**src/hw/rtl/cdq_pkg.sv**
```systemverilog
// ----------------------------------------------------------------------------
// cdq_pkg: shared types and constants for the circular deque
// Sizes, opcode and status codes, stream layouts, and the
// controller/datapath handshake structs.
// ----------------------------------------------------------------------------
package cdq_pkg;

   localparam int DEPTH      = 128;
   localparam int DATA_WIDTH = 32;
   localparam int IDX_W      = $clog2(DEPTH);
   localparam int CNT_W      = $clog2(DEPTH + 1);

   // field widths on the streams
   localparam int OP_W      = 2;
   localparam int FIELD_W   = 32;
   localparam int STATUS_W  = 2;
   localparam int COUNT_W   = 8;
   localparam int REQ_RAW_W = OP_W + FIELD_W;
   localparam int REQ_W     = ((REQ_RAW_W + 7) / 8) * 8;
   localparam int RSP_RAW_W = STATUS_W + 3 * FIELD_W + 1 + COUNT_W;
   localparam int RSP_W     = ((RSP_RAW_W + 7) / 8) * 8;

   typedef logic [IDX_W-1:0]      idx_type;
   typedef logic [CNT_W-1:0]      cnt_type;
   typedef logic [DATA_WIDTH-1:0] data_type;

   typedef enum logic [OP_W-1:0] {
      OP_PUSH_FRONT = 2'd0,
      OP_PUSH_REAR  = 2'd1,
      OP_POP_FRONT  = 2'd2,
      OP_POP_REAR   = 2'd3
   } opcode_type;

   typedef enum logic [STATUS_W-1:0] {
      STAT_DONE  = 2'd0,
      STAT_FULL  = 2'd1,
      STAT_EMPTY = 2'd2
   } status_type;

   typedef enum logic [1:0] {
      S_IDLE,
      S_EXEC,
      S_FETCH,
      S_FINISH
   } state_type;

   typedef struct packed {
      logic load_item;
      logic execute;
      logic capture;
      logic load_out;
   } cmd_type;

   typedef struct packed {
      logic needs_read;
      logic out_free;
   } stat_type;

   function automatic idx_type idx_inc(input idx_type i);
      return (i == IDX_W'(DEPTH - 1)) ? '0 : i + 1'b1;
   endfunction

   function automatic idx_type idx_dec(input idx_type i);
      return (i == '0) ? IDX_W'(DEPTH - 1) : i - 1'b1;
   endfunction

endpackage

```
**src/hw/rtl/cdq_ctrl.sv**
```systemverilog
// ----------------------------------------------------------------------------
// cdq_ctrl: deque sequencer
// Steps each request through execute, an optional ring read, and the
// hand-off to the response register.
// ----------------------------------------------------------------------------
module cdq_ctrl (
   input  logic              clock,
   input  logic              reset,
   input  logic              req_tvalid,
   output logic              req_tready,
   input  cdq_pkg::stat_type stat,
   output cdq_pkg::cmd_type  cmd
);

   cdq_pkg::state_type state_ff, state_in;

   always_ff @(posedge clock) begin
      if (reset) begin
         state_ff <= cdq_pkg::S_IDLE;
      end else begin
         state_ff <= state_in;
      end
   end

   always_comb begin
      state_in = state_ff;
      unique case (state_ff)
         cdq_pkg::S_IDLE: begin
            if (req_tvalid) state_in = cdq_pkg::S_EXEC;
         end
         cdq_pkg::S_EXEC: begin
            state_in = stat.needs_read ? cdq_pkg::S_FETCH : cdq_pkg::S_FINISH;
         end
         cdq_pkg::S_FETCH: begin
            state_in = cdq_pkg::S_FINISH;
         end
         cdq_pkg::S_FINISH: begin
            if (stat.out_free) state_in = cdq_pkg::S_IDLE;
         end
         default: state_in = cdq_pkg::S_IDLE;
      endcase
   end

   always_comb begin
      req_tready    = (state_ff == cdq_pkg::S_IDLE);
      cmd.load_item = (state_ff == cdq_pkg::S_IDLE) && req_tvalid;
      cmd.execute   = (state_ff == cdq_pkg::S_EXEC);
      cmd.capture   = (state_ff == cdq_pkg::S_FETCH);
      cmd.load_out  = (state_ff == cdq_pkg::S_FINISH) && stat.out_free;
   end

`ifndef NO_ASSERTIONS
   a_fetch_after_exec: assert property (@(posedge clock) disable iff (reset)
      (state_ff == cdq_pkg::S_FETCH) |-> ($past(state_ff) == cdq_pkg::S_EXEC))
      else $error("fetch not preceded by execute");
   a_accept_to_exec: assert property (@(posedge clock) disable iff (reset)
      cmd.load_item |=> (state_ff == cdq_pkg::S_EXEC))
      else $error("accepted beat did not enter execute");
   a_finish_hold: assert property (@(posedge clock) disable iff (reset)
      (state_ff == cdq_pkg::S_FINISH && !stat.out_free) |=>
      (state_ff == cdq_pkg::S_FINISH))
      else $error("left finish while response register busy");
`endif

endmodule

```
**config.mk**
```make
export PLATFORM = sky130hd
export DESIGN_NAME = cdq_ctrl
export DESIGN_NICKNAME = d
export VERILOG_FILES = /design/src/hw/rtl/cdq_pkg.sv /design/src/hw/rtl/cdq_ctrl.sv
export SDC_FILE = /design/constraint.sdc
export NUM_CORES = 1
export LEC_CHECK = 0
export ABC_AREA = 0
export BUFFER_PORTS_ARGS = -buffer_cell sky130_fd_sc_hd__buf_2
export CORE_AREA = 2 2 39 41
export CTS_CLUSTER_DIAMETER = 60
export CTS_CLUSTER_SIZE = 40
export DETAILED_ROUTE_END_ITERATION = 7
export DIE_AREA = 0 0 41 43
export PLACE_DENSITY_LB_ADDON = 0.1
export REMOVE_ABC_BUFFERS = 1
export SYNTH_ARGS = -nofsm -noshare
export SYNTH_HDL_FRONTEND = slang
export SYNTH_SLANG_ARGS = --single-unit
```
**constraint.sdc**
```tcl
create_clock -name clock -period 3 [get_ports clock]
set_input_delay 0.45 -clock clock [delete_from_list [all_inputs] [get_ports clock]]
set_output_delay 0.45 -clock clock [all_outputs]
set_load 0.02 [all_outputs]
```
Word level (Yosys, flattened, before mapping). Cells that the tools add are included.

Reduce and logical (&&, ||, !) cells: 4. Shift-type cells: 0. $add $sub $neg: 0. Multipliers: 0. Equal/unequal tests: 5. Divide/modulo/power cells: 0. Bitwise operators: 0. Magnitude comparators: 0. Mux-type cells: 4.

Operators with widths (count): $pmux 2 s4 (1); $eq 2x2->1 const B (2); $mux 2 (2); $ne 2x2->1 const B (2); $eq 2x1->1 const B (1); $logic_and 1x1->1 (2); $logic_not 2->1 (1); $reduce_and 2->1 (1); $mux 1 (1).

Memory bits (writable): 0. ROM bits: 0. Input bits: 5. Latch bits: 0. Memories kept: 0. Output and inout bits: 5. Flip-flop bits (word level): 2.

Longest topological paths before layout.
Depth after elaboration: 3. Depth in mapped cells: 5.

Least setup slack after synthesis. No wires, ideal clock.

Path type: reg2reg. Start: register state_ff[0]. End: register state_ff[1]. Required time: 2.930 ns. Cell stages (with the launch flop): 6. Data arrival time: 1.375 ns. Slack: 1.555 ns. Clock period less this slack: 1.445 ns. Path through: dfxtp_1 -> inv_1 -> ha_1 -> and2b_4 -> or3b_1 -> a21oi_1.

Cells in the longest elaborated chain, start to end: 3. Elaborated cells on any way between the ends: 8. Those cells by class: eq/ne (5); mux (1); reduce/logical (2).

RTL lines: from (decl) (line cdq_ctrl.sv:15) `cdq_pkg::state_type state_ff, state_in;`; from (signal assigned) (line cdq_ctrl.sv:19) `state_ff <= cdq_pkg::S_IDLE;`; from (signal assigned) (line cdq_ctrl.sv:21) `state_ff <= state_in;`; $logic_not 2->1 (*); via req_tready (line cdq_ctrl.sv:10) `output logic req_tready,`; $ne 2x2->1 (no line); $reduce_and 2->1 (no line).

Mark *: on every way through the listed nets, which the timed path passes. The rest lies on a longest branch. A chain may end at the register's enable or synchronous reset.

==> out/qor.yml <==
finish:
  stdcell_count: 48
  multi_input_area_sq_um: 128
  regMostFlops: "state_ff"
  seqCellArea_sq_um: 40.0
  fin_util_pct: 19.3
  diodes: 0
  final_nets: 43
  drive_gt1_share_pct: 43.8
  largest_registers: "state_ff: 2 flops"
  fillers: 159
  largest_reg_flops: 2
  area_growth_pct: 49.0
worst_setup_path:
  crit_path_start_kind: "flip-flop"
  arrival_ns: 1.25
  r2r-end: "state_ff[1]$_SDFFE_PP0P_"
  cp_cell_sequence: "inv_1, ha_1, and2_2, buf_2"
  critPathLaunch: "state_ff[1]$_SDFFE_PP0P_"
  cp.required_ns: 2.55
  worstRegToRegCells: 5
  r2r_start: "state_ff[1]$_SDFFE_PP0P_"
  worst-path-buf-inv: 2
  crit_type: "reg -> out"
  crit_family: "flip-flops"
  rrSetupSlack_ns: 1.55
  cpPeakStageDelay_ns: 0.38
  worstSetupEndpointType: "output port"
  critPathMaxFanout: 5
  slowest_stage: "dfxtp_1"
timing:
  setup_viol: 0
  finalCritPeriodShare_pct: 56.7
  finalCriticalPeriod_ns: 1.70
  fin_skew_ns: 0.00399
  slew_violations: 0
  slew_headroom_pct: 71.5
  layout_setup_ws_ns: 1.30
  rsz0062_at_grt: "false"
  tns_ns: 0
  hold_viol_final: 0
  tightest_slew_ns: 0.417
  fmax_mhz: 588
outcome:
  outcome: "finished clean"
floorplan:
  core_area_sq_um: 1380
  start_util_pct: 12.9
  rows: 14
  die_x_um: 41
  die_h_um: 43
  dieArea_sq_um: 1760
  io_pins: 10
logic_synthesis:
  netlist_area_sq_um: 179
  synth_flop_cell: "dfxtp_1"
  ys_seq_area_share_pct: 22.4
  synth_top_area_share_pct: 28.0
  yosys-top-cells-area: "ha_1, dfxtp_1, inv_1, and2b_4, a2111oi_0"
  synth-edff-count: 0
  synthCells: 20
  yosysMostFrequentCell: "ha_1"
  yosys.area.top_type: "ha_1"
  ys_top_cells_by_count: "ha_1, inv_1, dfxtp_1"
  ys_ff_latch: 2
  synthArstFlopShare_pct: 0
  synth_area_per_cell_sq_um: 8.95
  synth_warnings: 0
  yosysUniqueCellTypes: 14
placement:
  hpwl_um: 327
  dpl.cell_count: 45
  port_buffers: 9
  place_congestion: 0.619
  pre_cts_ws_ns: 1.52
global_route:
  grt-ovfl-total: 0
  first_global_vias: 156
  grt_usage_pct: 6.11
  grt_antenna_before_repair: 0
  grt_pass1_wl_um: 614
  grt_start_max_net_pins: 6
clocking:
  cts.sinks: 2
  cts.path.max_buffers: 2
  cts_hold_buf: 0
  clk_latency_ns: 0.23
  post_cts_resized: 0
  clkTransAtPathRegs_ns: 0.03
  cts_buffers: 3
  clockRootBuffer: "clkbuf_4"
  cts_max_level: 1
  cts_setup_buffers: 0
  cts_tree: "built"
detailed_routing:
  drtPass1Iterations: 2
  wire_per_inst_um: 7.98
  ant_nets: 0
  via_per_inst: 3.52
  drc: 0
  first_iter_violations: 3
  vias: 169
  routed_wirelength_um: 383
min_path:
  min_to: "state_ff[0]$_SDFFE_PP0P_"
  whs_path_depth: 2
  hold_start: "reset"
  hp-class: "in -> reg"
run:
  max-cap-violations: 0
power_and_ir_drop:
  peakVddDrop_uv: 404
  p_leak_nw: 0.140
  powerDensity_nw_per_um2: 1080
  p_total_mw: 0.288
## stage by stage
stage                     hold WS [ns]  instance area, sq um
final                            0.403                   267
after global routing             0.392                   267
after CTS                        0.395                   267
after detailed placement         0.532                   244
after global placement           0.549                   244
after floorplan                  0.493                   179
## cells in the final DEF, fill, tap and decap left out, drive strengths merged
master   synthesis  final
a2111oi          1      1
a21oi            1      1
and2             2      2
and2b            2      2
buf              0      9
clkbuf           0      3
dfxtp            2      2
ha               4      4
inv              3      3
nor2             1      1
nor3b            1      1
o21ai            1      1
o31ai            1      1
or3b             1      1
## worst max path at each step
stage                                to  depth (start not counted)
2_1_floorplan  state_ff[1]$_SDFFE_PP0P_                          5
3_3_place_gp                     cmd[3]                          4
3_5_place_dp                     cmd[3]                          4
4_1_cts                          cmd[3]                          4
5_1_grt                          cmd[3]                          4
6_report                         cmd[3]                          4
## area by class of cell
class | instances | share of cell area, %
multi-input combinational | 15 | 47.9
timing repair buffer | 9 | 16.9
sequential | 2 | 15.0
clock buffer | 3 | 8.45
tap | 16 | 7.51
inverter | 3 | 4.23
## power breakdown
group | switching (mW) | internal (mW) | total (mW)
sequential | 0.0132 | 0.0407 | 0.0539
combinational | 0.0993 | 0.0743 | 0.174
clock | 0.0161 | 0.0442 | 0.0603
## routing by layer
metal  GRT usage [%]  wire [um]  vias to the layer above
met5               0          0                        -
met4            6.00          0                        0
met1            5.10        161                       70
met2            7.50        181                        7
met3            6.28         39                        0
li1                -          -                       92
## cell families after synthesis
| group | count (synthesis) | synth area share [%] |
|---|---|---|
| and+or+nand+nor | 7 | 28.7 |
| AOI/OAI and AO/OA | 4 | 14.7 |
| adders and majority gates | 4 | 28.0 |
| buffers and inverters | 3 | 6.29 |
| DFF | 2 | 22.4 |
Power figures use the tool's default switching activity.
